==> src/rtl/core/frame_deframer_triple_buffer_unit_macros.svh <==
// Assertion macros for the frame deframer with triple buffer.
// Used by the top level; relies on clk_i and rst_ni in the including module.
`ifndef FRAME_DEFRAMER_TRIPLE_BUFFER_UNIT_MACROS_SVH
`define FRAME_DEFRAMER_TRIPLE_BUFFER_UNIT_MACROS_SVH

// Same-cycle implication, checked only outside reset.
`define FDTB_ASSERT_IMPL(label, ante, cons, msg) \
  label: assert property (@(posedge clk_i) disable iff (!rst_ni) (ante) |-> (cons)) \
    else $error(msg);

// Next-cycle implication, checked only outside reset.
`define FDTB_ASSERT_NEXT(label, ante, cons, msg) \
  label: assert property (@(posedge clk_i) disable iff (!rst_ni) (ante) |=> (cons)) \
    else $error(msg);

`endif

==> src/rtl/core/fdtb_pkg.sv <==
// Shared types, constants and helper functions of the frame deframer.
// No dependencies; imported by every module of the block.
package fdtb_pkg;

  localparam int unsigned NUM_SLOTS = 3;
  localparam int unsigned SLOT_W    = 2;

  localparam logic [SLOT_W-1:0] SLOT_NONE   = 2'd3;
  localparam logic [31:0]       LONG_MAGIC  = 32'h5650_5254;
  localparam logic [23:0]       MAX_LEN_RST = 24'd262144;

  // Header byte positions at which each header word ends.
  localparam logic [3:0] MAGIC_END = 4'd4;
  localparam logic [3:0] LEN_END   = 4'd8;
  localparam logic [3:0] SEQ_END   = 4'd12;

  localparam logic [4:0] LONG_HDR_BYTES  = 5'd16;
  localparam logic [4:0] SHORT_HDR_BYTES = 5'd8;

  typedef enum logic [1:0] {
    CMD_BYTE   = 2'd0,
    CMD_CLAIM  = 2'd1,
    CMD_OPEN   = 2'd2,
    CMD_IGNORE = 2'd3
  } cmd_e;

  typedef enum logic [2:0] {
    KIND_HEADER   = 3'd0,
    KIND_BODY     = 3'd1,
    KIND_LAST     = 3'd2,
    KIND_CLAIMED  = 3'd3,
    KIND_NONE     = 3'd4,
    KIND_BAD_LEN  = 3'd5,
    KIND_IGNORED  = 3'd6,
    KIND_OPENED   = 3'd7
  } kind_e;

  typedef struct packed {
    cmd_e       cmd;
    logic [7:0] data;
  } q_entry_t;

  typedef struct packed {
    logic     valid;
    q_entry_t entry;
  } q_head_t;

  typedef struct packed {
    kind_e             kind;
    logic [SLOT_W-1:0] slot;
    logic [23:0]       offset;
    logic [7:0]        store_byte;
    logic [23:0]       frame_len;
    logic [31:0]       sequence_res;
    logic [31:0]       event_time_low;
    logic [31:0]       connection_id;
    logic              frame_dropped;
  } res_t;

  typedef struct packed {
    logic [SLOT_W-1:0] receive_slot;
    logic [SLOT_W-1:0] pending_slot;
    logic [SLOT_W-1:0] consumer_slot;
  } slot_status_t;

  // Lowest slot that is neither of the two given ones.
  function automatic logic [SLOT_W-1:0] lowest_free_slot(logic [SLOT_W-1:0] a,
                                                          logic [SLOT_W-1:0] b);
    logic [SLOT_W-1:0] r;
    logic              found;
    r     = '0;
    found = 1'b0;
    for (int i = 0; i < NUM_SLOTS; i++) begin
      if (!found && SLOT_W'(i) != a && SLOT_W'(i) != b) begin
        r     = SLOT_W'(i);
        found = 1'b1;
      end
    end
    return r;
  endfunction

endpackage

==> src/rtl/core/fdtb_front.sv <==
// Front end of the deframer: accepts requests, classifies the opcode and
// holds them in a two-entry queue. Depends on fdtb_pkg.
module fdtb_front import fdtb_pkg::*; (
  input  logic       clk_i,
  input  logic       rst_ni,
  input  logic       in_valid_i,
  output logic       in_ready_o,
  input  logic [1:0] opcode_i,
  input  logic [7:0] data_byte_i,
  output q_head_t    head_o,
  input  logic       pop_i
);

  q_entry_t   mem_q [2];
  logic       wr_ptr_q, wr_ptr_d;
  logic       rd_ptr_q, rd_ptr_d;
  logic [1:0] cnt_q, cnt_d;
  logic       push;
  q_entry_t   entry;

  assign in_ready_o = (cnt_q != 2'd2);
  assign push       = in_valid_i && in_ready_o;

  always_comb begin
    case (opcode_i)
      CMD_BYTE:  entry.cmd = CMD_BYTE;
      CMD_CLAIM: entry.cmd = CMD_CLAIM;
      CMD_OPEN:  entry.cmd = CMD_OPEN;
      default:   entry.cmd = CMD_IGNORE;
    endcase
    entry.data = data_byte_i;
  end

  always_comb begin
    wr_ptr_d = push  ? ~wr_ptr_q : wr_ptr_q;
    rd_ptr_d = pop_i ? ~rd_ptr_q : rd_ptr_q;
    cnt_d    = cnt_q + {1'b0, push} - {1'b0, pop_i};
  end

  assign head_o.valid = (cnt_q != 2'd0);
  assign head_o.entry = mem_q[rd_ptr_q];

  always_ff @(posedge clk_i or negedge rst_ni) begin
    if (!rst_ni) begin
      wr_ptr_q <= 1'b0;
      rd_ptr_q <= 1'b0;
      cnt_q    <= 2'd0;
    end else begin
      wr_ptr_q <= wr_ptr_d;
      rd_ptr_q <= rd_ptr_d;
      cnt_q    <= cnt_d;
    end
  end

  always_ff @(posedge clk_i) begin
    if (push) begin
      mem_q[wr_ptr_q] <= entry;
    end
  end

endmodule

==> src/rtl/core/fdtb_back.sv <==
// Back end of the deframer: header parser, body counter, slot ring and the
// registered result stage. Depends on fdtb_pkg.
module fdtb_back import fdtb_pkg::*; (
  input  logic         clk_i,
  input  logic         rst_ni,
  input  logic         cfg_we_i,
  input  logic [23:0]  cfg_wdata_i,
  input  q_head_t      head_i,
  output logic         pop_o,
  output logic         out_valid_o,
  input  logic         out_ready_i,
  output res_t         res_o,
  output slot_status_t status_o
);

  logic [23:0]       max_len_q;
  logic [SLOT_W-1:0] recv_q, recv_d;
  logic [SLOT_W-1:0] pend_q, pend_d;
  logic [SLOT_W-1:0] cons_q, cons_d;
  logic              open_q, open_d;
  logic [3:0]        hc_q, hc_d;
  logic              long_q, long_d;
  logic [31:0]       ws_q, ws_d;
  logic [23:0]       cur_len_q, cur_len_d;
  logic [31:0]       cur_seq_q, cur_seq_d;
  logic [31:0]       cur_time_q, cur_time_d;
  logic [23:0]       bc_q, bc_d;
  logic [23:0]       pm_len_q, pm_len_d;
  logic [31:0]       pm_seq_q, pm_seq_d;
  logic [31:0]       pm_time_q, pm_time_d;
  logic [31:0]       pm_conn_q, pm_conn_d;
  logic [31:0]       conn_q, conn_d;
  logic              out_valid_q, out_valid_d;
  res_t              res_q, res_d;

  assign pop_o = head_i.valid && (!out_valid_q || out_ready_i);

  always_comb begin
    logic [4:0]  hc_n;
    logic [31:0] ws_n;
    logic [31:0] seq_n;
    logic [31:0] time_n;
    logic        long_n;
    logic [4:0]  total;
    logic [23:0] bc_n;
    logic [7:0]  b;

    recv_d     = recv_q;
    pend_d     = pend_q;
    cons_d     = cons_q;
    open_d     = open_q;
    hc_d       = hc_q;
    long_d     = long_q;
    ws_d       = ws_q;
    cur_len_d  = cur_len_q;
    cur_seq_d  = cur_seq_q;
    cur_time_d = cur_time_q;
    bc_d       = bc_q;
    pm_len_d   = pm_len_q;
    pm_seq_d   = pm_seq_q;
    pm_time_d  = pm_time_q;
    pm_conn_d  = pm_conn_q;
    conn_d     = conn_q;

    b      = head_i.entry.data;
    hc_n   = {1'b0, hc_q} + 5'd1;
    ws_n   = ws_q;
    seq_n  = (hc_q == 4'd0) ? 32'd0 : cur_seq_q;
    time_n = (hc_q == 4'd0) ? 32'd0 : cur_time_q;
    long_n = long_q;
    total  = SHORT_HDR_BYTES;
    bc_n   = bc_q + 24'd1;

    res_d               = '0;
    res_d.kind          = KIND_IGNORED;
    res_d.connection_id = conn_q;

    if (pop_o) begin
      case (head_i.entry.cmd)
        CMD_BYTE: begin
          if (!open_q) begin
            res_d.kind = KIND_IGNORED;
          end else if (cur_len_q != 24'd0) begin
            res_d.slot       = recv_q;
            res_d.offset     = bc_q;
            res_d.store_byte = b;
            if (bc_n != cur_len_q) begin
              res_d.kind = KIND_BODY;
              bc_d       = bc_n;
            end else begin
              res_d.kind = KIND_LAST;
              if (pend_q != SLOT_NONE) begin
                // A frame still waits: reuse its slot and drop it.
                pend_d              = recv_q;
                recv_d              = pend_q;
                res_d.frame_dropped = 1'b1;
              end else begin
                pend_d = recv_q;
                recv_d = lowest_free_slot(recv_q, cons_q);
              end
              pm_len_d           = cur_len_q;
              pm_seq_d           = cur_seq_q;
              pm_time_d          = cur_time_q;
              pm_conn_d          = conn_q;
              res_d.frame_len    = cur_len_q;
              res_d.sequence_res = cur_seq_q;
              res_d.event_time_low = cur_time_q;
              cur_len_d          = 24'd0;
              bc_d               = 24'd0;
            end
          end else begin
            if (hc_q < MAGIC_END) begin
              ws_n = {ws_q[23:0], b};
            end else if (long_q) begin
              if (hc_q < LEN_END) begin
                ws_n = {ws_q[23:0], b};
              end else if (hc_q < SEQ_END) begin
                seq_n = {seq_n[23:0], b};
              end else begin
                time_n = {time_n[23:0], b};
              end
            end else begin
              seq_n = {seq_n[23:0], b};
            end
            if (hc_n == {1'b0, MAGIC_END}) begin
              long_n = (ws_n == LONG_MAGIC);
              if (long_n) begin
                ws_n = 32'd0;
              end
            end
            total      = long_n ? LONG_HDR_BYTES : SHORT_HDR_BYTES;
            cur_seq_d  = seq_n;
            cur_time_d = time_n;
            long_d     = long_n;
            if (hc_n >= total) begin
              hc_d = 4'd0;
              ws_d = 32'd0;
              bc_d = 24'd0;
              if (ws_n == 32'd0 || ws_n > {8'd0, max_len_q}) begin
                // Bad length closes the connection and resets the parser.
                open_d     = 1'b0;
                long_d     = 1'b0;
                cur_len_d  = 24'd0;
                res_d.kind = KIND_BAD_LEN;
              end else begin
                cur_len_d  = ws_n[23:0];
                res_d.kind = KIND_HEADER;
              end
            end else begin
              hc_d       = hc_n[3:0];
              ws_d       = ws_n;
              res_d.kind = KIND_HEADER;
            end
          end
        end
        CMD_CLAIM: begin
          if (pend_q == SLOT_NONE) begin
            res_d.kind = KIND_NONE;
          end else begin
            cons_d               = pend_q;
            pend_d               = SLOT_NONE;
            res_d.kind           = KIND_CLAIMED;
            res_d.slot           = pend_q;
            res_d.frame_len      = pm_len_q;
            res_d.sequence_res   = pm_seq_q;
            res_d.event_time_low = pm_time_q;
            res_d.connection_id  = pm_conn_q;
          end
        end
        CMD_OPEN: begin
          conn_d              = conn_q + 32'd1;
          open_d              = 1'b1;
          hc_d                = 4'd0;
          long_d              = 1'b0;
          ws_d                = 32'd0;
          cur_len_d           = 24'd0;
          bc_d                = 24'd0;
          res_d.kind          = KIND_OPENED;
          res_d.connection_id = conn_q + 32'd1;
        end
        default: begin
          res_d.kind = KIND_IGNORED;
        end
      endcase
    end
  end

  always_comb begin
    if (pop_o) begin
      out_valid_d = 1'b1;
    end else if (out_ready_i) begin
      out_valid_d = 1'b0;
    end else begin
      out_valid_d = out_valid_q;
    end
  end

  always_ff @(posedge clk_i or negedge rst_ni) begin
    if (!rst_ni) begin
      max_len_q   <= MAX_LEN_RST;
      recv_q      <= '0;
      pend_q      <= SLOT_NONE;
      cons_q      <= SLOT_NONE;
      open_q      <= 1'b0;
      hc_q        <= '0;
      long_q      <= 1'b0;
      ws_q        <= '0;
      cur_len_q   <= '0;
      cur_seq_q   <= '0;
      cur_time_q  <= '0;
      bc_q        <= '0;
      pm_len_q    <= '0;
      pm_seq_q    <= '0;
      pm_time_q   <= '0;
      pm_conn_q   <= '0;
      conn_q      <= '0;
      out_valid_q <= 1'b0;
    end else begin
      if (cfg_we_i) begin
        max_len_q <= cfg_wdata_i;
      end
      recv_q      <= recv_d;
      pend_q      <= pend_d;
      cons_q      <= cons_d;
      open_q      <= open_d;
      hc_q        <= hc_d;
      long_q      <= long_d;
      ws_q        <= ws_d;
      cur_len_q   <= cur_len_d;
      cur_seq_q   <= cur_seq_d;
      cur_time_q  <= cur_time_d;
      bc_q        <= bc_d;
      pm_len_q    <= pm_len_d;
      pm_seq_q    <= pm_seq_d;
      pm_time_q   <= pm_time_d;
      pm_conn_q   <= pm_conn_d;
      conn_q      <= conn_d;
      out_valid_q <= out_valid_d;
    end
  end

  always_ff @(posedge clk_i) begin
    if (pop_o) begin
      res_q <= res_d;
    end
  end

  assign out_valid_o = out_valid_q;
  assign res_o       = res_q;

  assign status_o.receive_slot  = recv_q;
  assign status_o.pending_slot  = pend_q;
  assign status_o.consumer_slot = cons_q;

endmodule

==> src/rtl/core/frame_deframer_triple_buffer_unit.sv <==
// Path: a request goes through the front queue and then the registered result stage.
// Throughput: one request per cycle while results drain, set by the back-end parser
// and the two-entry queue that lets the front keep accepting while a result waits.
// Reset (rst_ni low, asynchronous): queue and result stage empty, no connection
// open, receive slot 0, no pending or claimed slot, max_frame_len = 262144.
`include "frame_deframer_triple_buffer_unit_macros.svh"

// Top level of the frame deframer: front queue, back end and assertions.
// Depends on fdtb_pkg, fdtb_front, fdtb_back and the macro header.
module frame_deframer_triple_buffer_unit import fdtb_pkg::*; (
  input  logic        clk_i,
  input  logic        rst_ni,
  input  logic        cfg_we_i,
  input  logic [23:0] cfg_wdata_i,
  input  logic        in_valid_i,
  output logic        in_ready_o,
  input  logic [1:0]  opcode_i,
  input  logic [7:0]  data_byte_i,
  output logic        out_valid_o,
  input  logic        out_ready_i,
  output logic [2:0]  kind_o,
  output logic [1:0]  slot_o,
  output logic [23:0] offset_o,
  output logic [7:0]  store_byte_o,
  output logic [23:0] frame_len_o,
  output logic [31:0] sequence_res_o,
  output logic [31:0] event_time_low_o,
  output logic [31:0] connection_id_o,
  output logic        frame_dropped_o
);

  // The front only sorts requests by opcode; every decision that depends on
  // the parser or slot ring is made in the back end, one request a cycle unless stalled.
  q_head_t      head;
  logic         pop;
  res_t         res;
  slot_status_t status;
  logic         slots_distinct;
  logic         idle_accept;

  fdtb_front u_front (
    .clk_i       (clk_i),
    .rst_ni      (rst_ni),
    .in_valid_i  (in_valid_i),
    .in_ready_o  (in_ready_o),
    .opcode_i    (opcode_i),
    .data_byte_i (data_byte_i),
    .head_o      (head),
    .pop_i       (pop)
  );

  // The back end pops the queue whenever its result register is free or is
  // being emptied in the same cycle, so a stalled consumer only fills the queue.
  fdtb_back u_back (
    .clk_i       (clk_i),
    .rst_ni      (rst_ni),
    .cfg_we_i    (cfg_we_i),
    .cfg_wdata_i (cfg_wdata_i),
    .head_i      (head),
    .pop_o       (pop),
    .out_valid_o (out_valid_o),
    .out_ready_i (out_ready_i),
    .res_o       (res),
    .status_o    (status)
  );

  assign kind_o           = res.kind;
  assign slot_o           = res.slot;
  assign offset_o         = res.offset;
  assign store_byte_o     = res.store_byte;
  assign frame_len_o      = res.frame_len;
  assign sequence_res_o   = res.sequence_res;
  assign event_time_low_o = res.event_time_low;
  assign connection_id_o  = res.connection_id;
  assign frame_dropped_o  = res.frame_dropped;

  // The three slot roles must never overlap; an empty pending role may match
  // an empty consumer role.
  assign slots_distinct = status.receive_slot != status.pending_slot &&
                          status.receive_slot != status.consumer_slot &&
                          (status.pending_slot == SLOT_NONE ||
                           status.pending_slot != status.consumer_slot);

  // A request taken while both the queue and the result stage are free.
  assign idle_accept = in_valid_i && in_ready_o && !head.valid &&
                       (!out_valid_o || out_ready_i);

  `FDTB_ASSERT_IMPL(a_slots_distinct, 1'b1, slots_distinct, "slot roles overlap")

  // The receive slot is always a real slot.
  `FDTB_ASSERT_IMPL(a_recv_valid, 1'b1, status.receive_slot != SLOT_NONE, "receive slot is none")

  // A request entering an empty pipeline passes the queue and then the result register.
  `FDTB_ASSERT_NEXT(a_latency, idle_accept, ##1 out_valid_o, "result missing after idle request")

  // Only a publishing body byte can report a dropped frame.
  `FDTB_ASSERT_IMPL(a_drop_on_last, out_valid_o && frame_dropped_o, kind_o == KIND_LAST, "drop flag outside publish")

endmodule
==> config.mk <==
export PLATFORM = sky130hd
export DESIGN_NAME = frame_deframer_triple_buffer_unit
export DESIGN_NICKNAME = d
export VERILOG_FILES = /design/src/rtl/core/fdtb_pkg.sv /design/src/rtl/core/fdtb_front.sv /design/src/rtl/core/fdtb_back.sv /design/src/rtl/core/frame_deframer_triple_buffer_unit.sv
export VERILOG_INCLUDE_DIRS = /design/src /design/src/rtl/core
export SDC_FILE = /design/constraint.sdc
export NUM_CORES = 1
export LEC_CHECK = 0
export BUFFER_PORTS_ARGS = -buffer_cell sky130_fd_sc_hd__buf_2
export CELL_PAD_IN_SITES_DETAIL_PLACEMENT = 1
export CELL_PAD_IN_SITES_GLOBAL_PLACEMENT = 1
export CORE_UTILIZATION = 52
export CTS_CLUSTER_DIAMETER = 50
export DETAILED_ROUTE_END_ITERATION = 6
export GPL_TIMING_DRIVEN = 0
export PLACE_DENSITY = 0.91
export SYNTH_ARGS = -nofsm -noshare
export SYNTH_HDL_FRONTEND = slang
export SYNTH_SLANG_ARGS = --single-unit
==> constraint.sdc <==
create_clock -name clk_i -period 16.5 [get_ports clk_i]
set_input_delay 3.3 -clock clk_i [delete_from_list [all_inputs] [get_ports clk_i]]
set_output_delay 3.3 -clock clk_i [all_outputs]
set_load 0.02 [all_outputs]
==> results_dict.tcl <==
set metrics [dict create \
    hold_path_class "reg -> reg" \
    drcViolationCount 0 \
    nets 2307 \
    cts_tree "yes" \
    min_path_cells 1 \
    synthCells 1975 \
    layout_common_cells "dfrtp_1 (332), buf_2 (233), nand2_1 (215)" \
    status "complete, no violations" \
    synth_fp_nets 2051 \
    grt_pass1_wl_mm 118 \
    grt_pass1_vias 19500 \
    power.density_nw_per_um2 180 \
    r2r-start "u_front.rd_ptr_q" \
    grt_overflow 0 \
    area_growth_syn_to_layout_pct 15.8 \
    hold_ws_ps 506 \
    numPortBuffers 195 \
    critPathLaunchType "input pin" \
    h-tree-depth 2 \
    ys.flop_type "dfrtp_1" \
    min-delay-start "u_back.pm_conn_q[28]" \
    ys_ff_latch 515 \
    place_area_um2 25100 \
    die_x_um 214 \
    routed_wl_mm 78.2 \
    grtUsageTotal_pct 34.4 \
    num_vias 18600 \
    r2r_cells 16 \
    ys_seq_area_share_pct 59.2 \
    ys_async_sr_fraction_pct 65.4 \
    ys_types 77 \
    dieArea_um2 45600 \
    antenna_found_initial 3 \
    ios 199 \
    drive_above_1_share_pct 20.7 \
    yosysTopAreaCellShare_pct 35.7 \
    final_common_cell "dfrtp_1" \
    fin_setup_tns_ps 0 \
    setup_viol 0 \
    holdPathEnd "u_back.pm_conn_q[28]" \
    regArea_um2 13800 \
    wire_per_inst_um 27.2 \
    p_leak_nw 11.9 \
    drv_slew 0 \
    floorplan.initialDensity_pct 52.6 \
    rsz0062_at_grt "false" \
    path_class "in -> reg" \
    postCtsSetupRepairBufs 0 \
    fmax_ghz 0.139 \
    clock_skew_ps 32.7 \
    hold_viol 0 \
    fin_crit_sh_pct 43.5 \
    fill_cells 4592 \
    end_kind "register" \
    hold_buffers 0 \
    clock_tree.buffer_depth 3 \
    cts_resized 0 \
    clock-sinks 515 \
    cts_buffers 55 \
    arrival_ps 7670 \
    r2r-end "u_back.bc_q[21]" \
    core_um2 44200 \
    synth-edff-count 178 \
    first_iter_violations 1660 \
    synth_area_leader_cell "dfrtp_1" \
    gp_congestion 0.923 \
    multi_input_area_um2 8580 \
    final_cell_area_um2 27000 \
    grt_start_max_net_pins 124 \
    die_y_um 214 \
    root_buffer "clkbuf_16" \
    irDropWorstVdd_mv 0.139 \
    firstDrtPassIters 5 \
    avgSynthCellArea_um2 11.8 \
    clk_latency_ps 640 \
    rows 77 \
    cts.clk_slew.worst_paths_ps 50 \
    worst-endpoint-required_ps 16990 \
    yosysWarnings 0 \
    ys_top_cells_by_area "dfrtp_1 (36%), edfxtp_1 (23%), a22o_1 (6.1%)" \
    drv_cap 0 \
    r2r_slack_ps 9890 \
    maxSlewHeadroom_pct 7.33 \
    postRouteAntennaNets 0 \
    path_max_fanout 88 \
    worst_pin_slew_ps 1380 \
    hpwlAfterDp_mm 50.3 \
    period_needed_ps 7180 \
    avgViaCountPerCell 6.47 \
    syn-cell-area_um2 23300 \
]
[sequential cells by signal, summed over array words and instances, names as in the netlist, 4 cells and up]
name,count
u_back.cur_seq_q,32
u_back.pm_time_q,32
u_back.conn_q,32
u_back.pm_seq_q,32
u_back.res_o,158
u_back.pm_conn_q,32
u_back.ws_q,32
u_back.hc_q,4
u_back.max_len_q,24
u_back.cur_len_q,24
u_back.cur_time_q,32
u_back.bc_q,24
u_front.mem_q,20
u_back.pm_len_q,24
[stage by stage]
step	setup slack, ps	util, %	total power [mW]	instances
after global routing	9180	61.0	5.02	2873
after detailed placement	8870	56.8	3.51	2766
after CTS	9480	61.0	4.81	2869
after floorplan	7380	-	2.82	1975
final	9320	61.0	4.86	2873
after global placement	4820	56.5	3.41	2762
[worst max-delay path, cell delays in order]
cell and delay [ps]:
buf_2 90, nand2b_1 200, o21ai_1 750, clkinv_4 1050, nand2_1 320, a311o_1 350
clkbuf_1 580, clkbuf_1 490, nor3_1 120, a221o_1 370
[power by group]
part / internal (mW) / switching (mW) / total, mW
Combinational: 0.479 / 1.34 / 1.82
Clock: 0.716 / 0.548 / 1.26
Sequential: 1.61 / 0.169 / 1.77
[how the worst max path moves through the flow]
stage | slack (ps) | start | end
finish | 9320 | out_ready_i | u_back.bc_q[21]
floorplan | 7380 | out_ready_i | u_front.cnt_q[1]
CTS | 9480 | out_ready_i | u_back.bc_q[21]
detailed placement | 8870 | out_ready_i | u_back.pm_conn_q[13]
global placement | 4820 | out_ready_i | u_back.bc_q[21]
global route | 9180 | out_ready_i | u_back.bc_q[21]
[kinds of logic after synthesis]
kind of cell	Yosys count	synth area share [%]
simple gates	524	11.0
xor+xnor	87	3.27
compound gates	457	13.9
flops	515	59.2
mux	138	6.69
buf+inv	217	3.93
fa+ha+maj	37	1.99
[area by class of cell]
type                       instances  share of cell area, %
sequential                       515                   51.1
multi-input combinational       1243                   31.8
clock buffer                      81                   6.00
timing repair buffer             199                   4.06
tap                              592                   2.75
buffer                           137                   2.28
inverter                          80                   1.13
clock inverter                    22                  0.793
antenna                            4                 0.0371
[synthesized netlist by cell type, drive strengths merged, types with 9 or more instances]
master,number
o21ai,148
inv,77
clkbuf,81
dfrtp,332
xor2,15
a22o,162
a31oi,9
nor2,84
nor3,22
edfxtp,178
xnor2,72
nor4,26
and3,22
nand2,215
a211oi,9
ha,37
buf,56
a21oi,41
mux2,111
mux2i,27
a32oi,12
and2,23
nand3,54
nand4,33
a22oi,16
[metal layers]
metal / up-vias / track usage [%] / share of wire (%)
li1: 7715 / - / -
met1: 9554 / 43.3 / 38
met5: - / 0 / 0
met3: 323 / 5.90 / 6.9
met2: 989 / 57.0 / 49
met4: 0 / 18.4 / 6.2
Power figures use the tool's default switching activity.
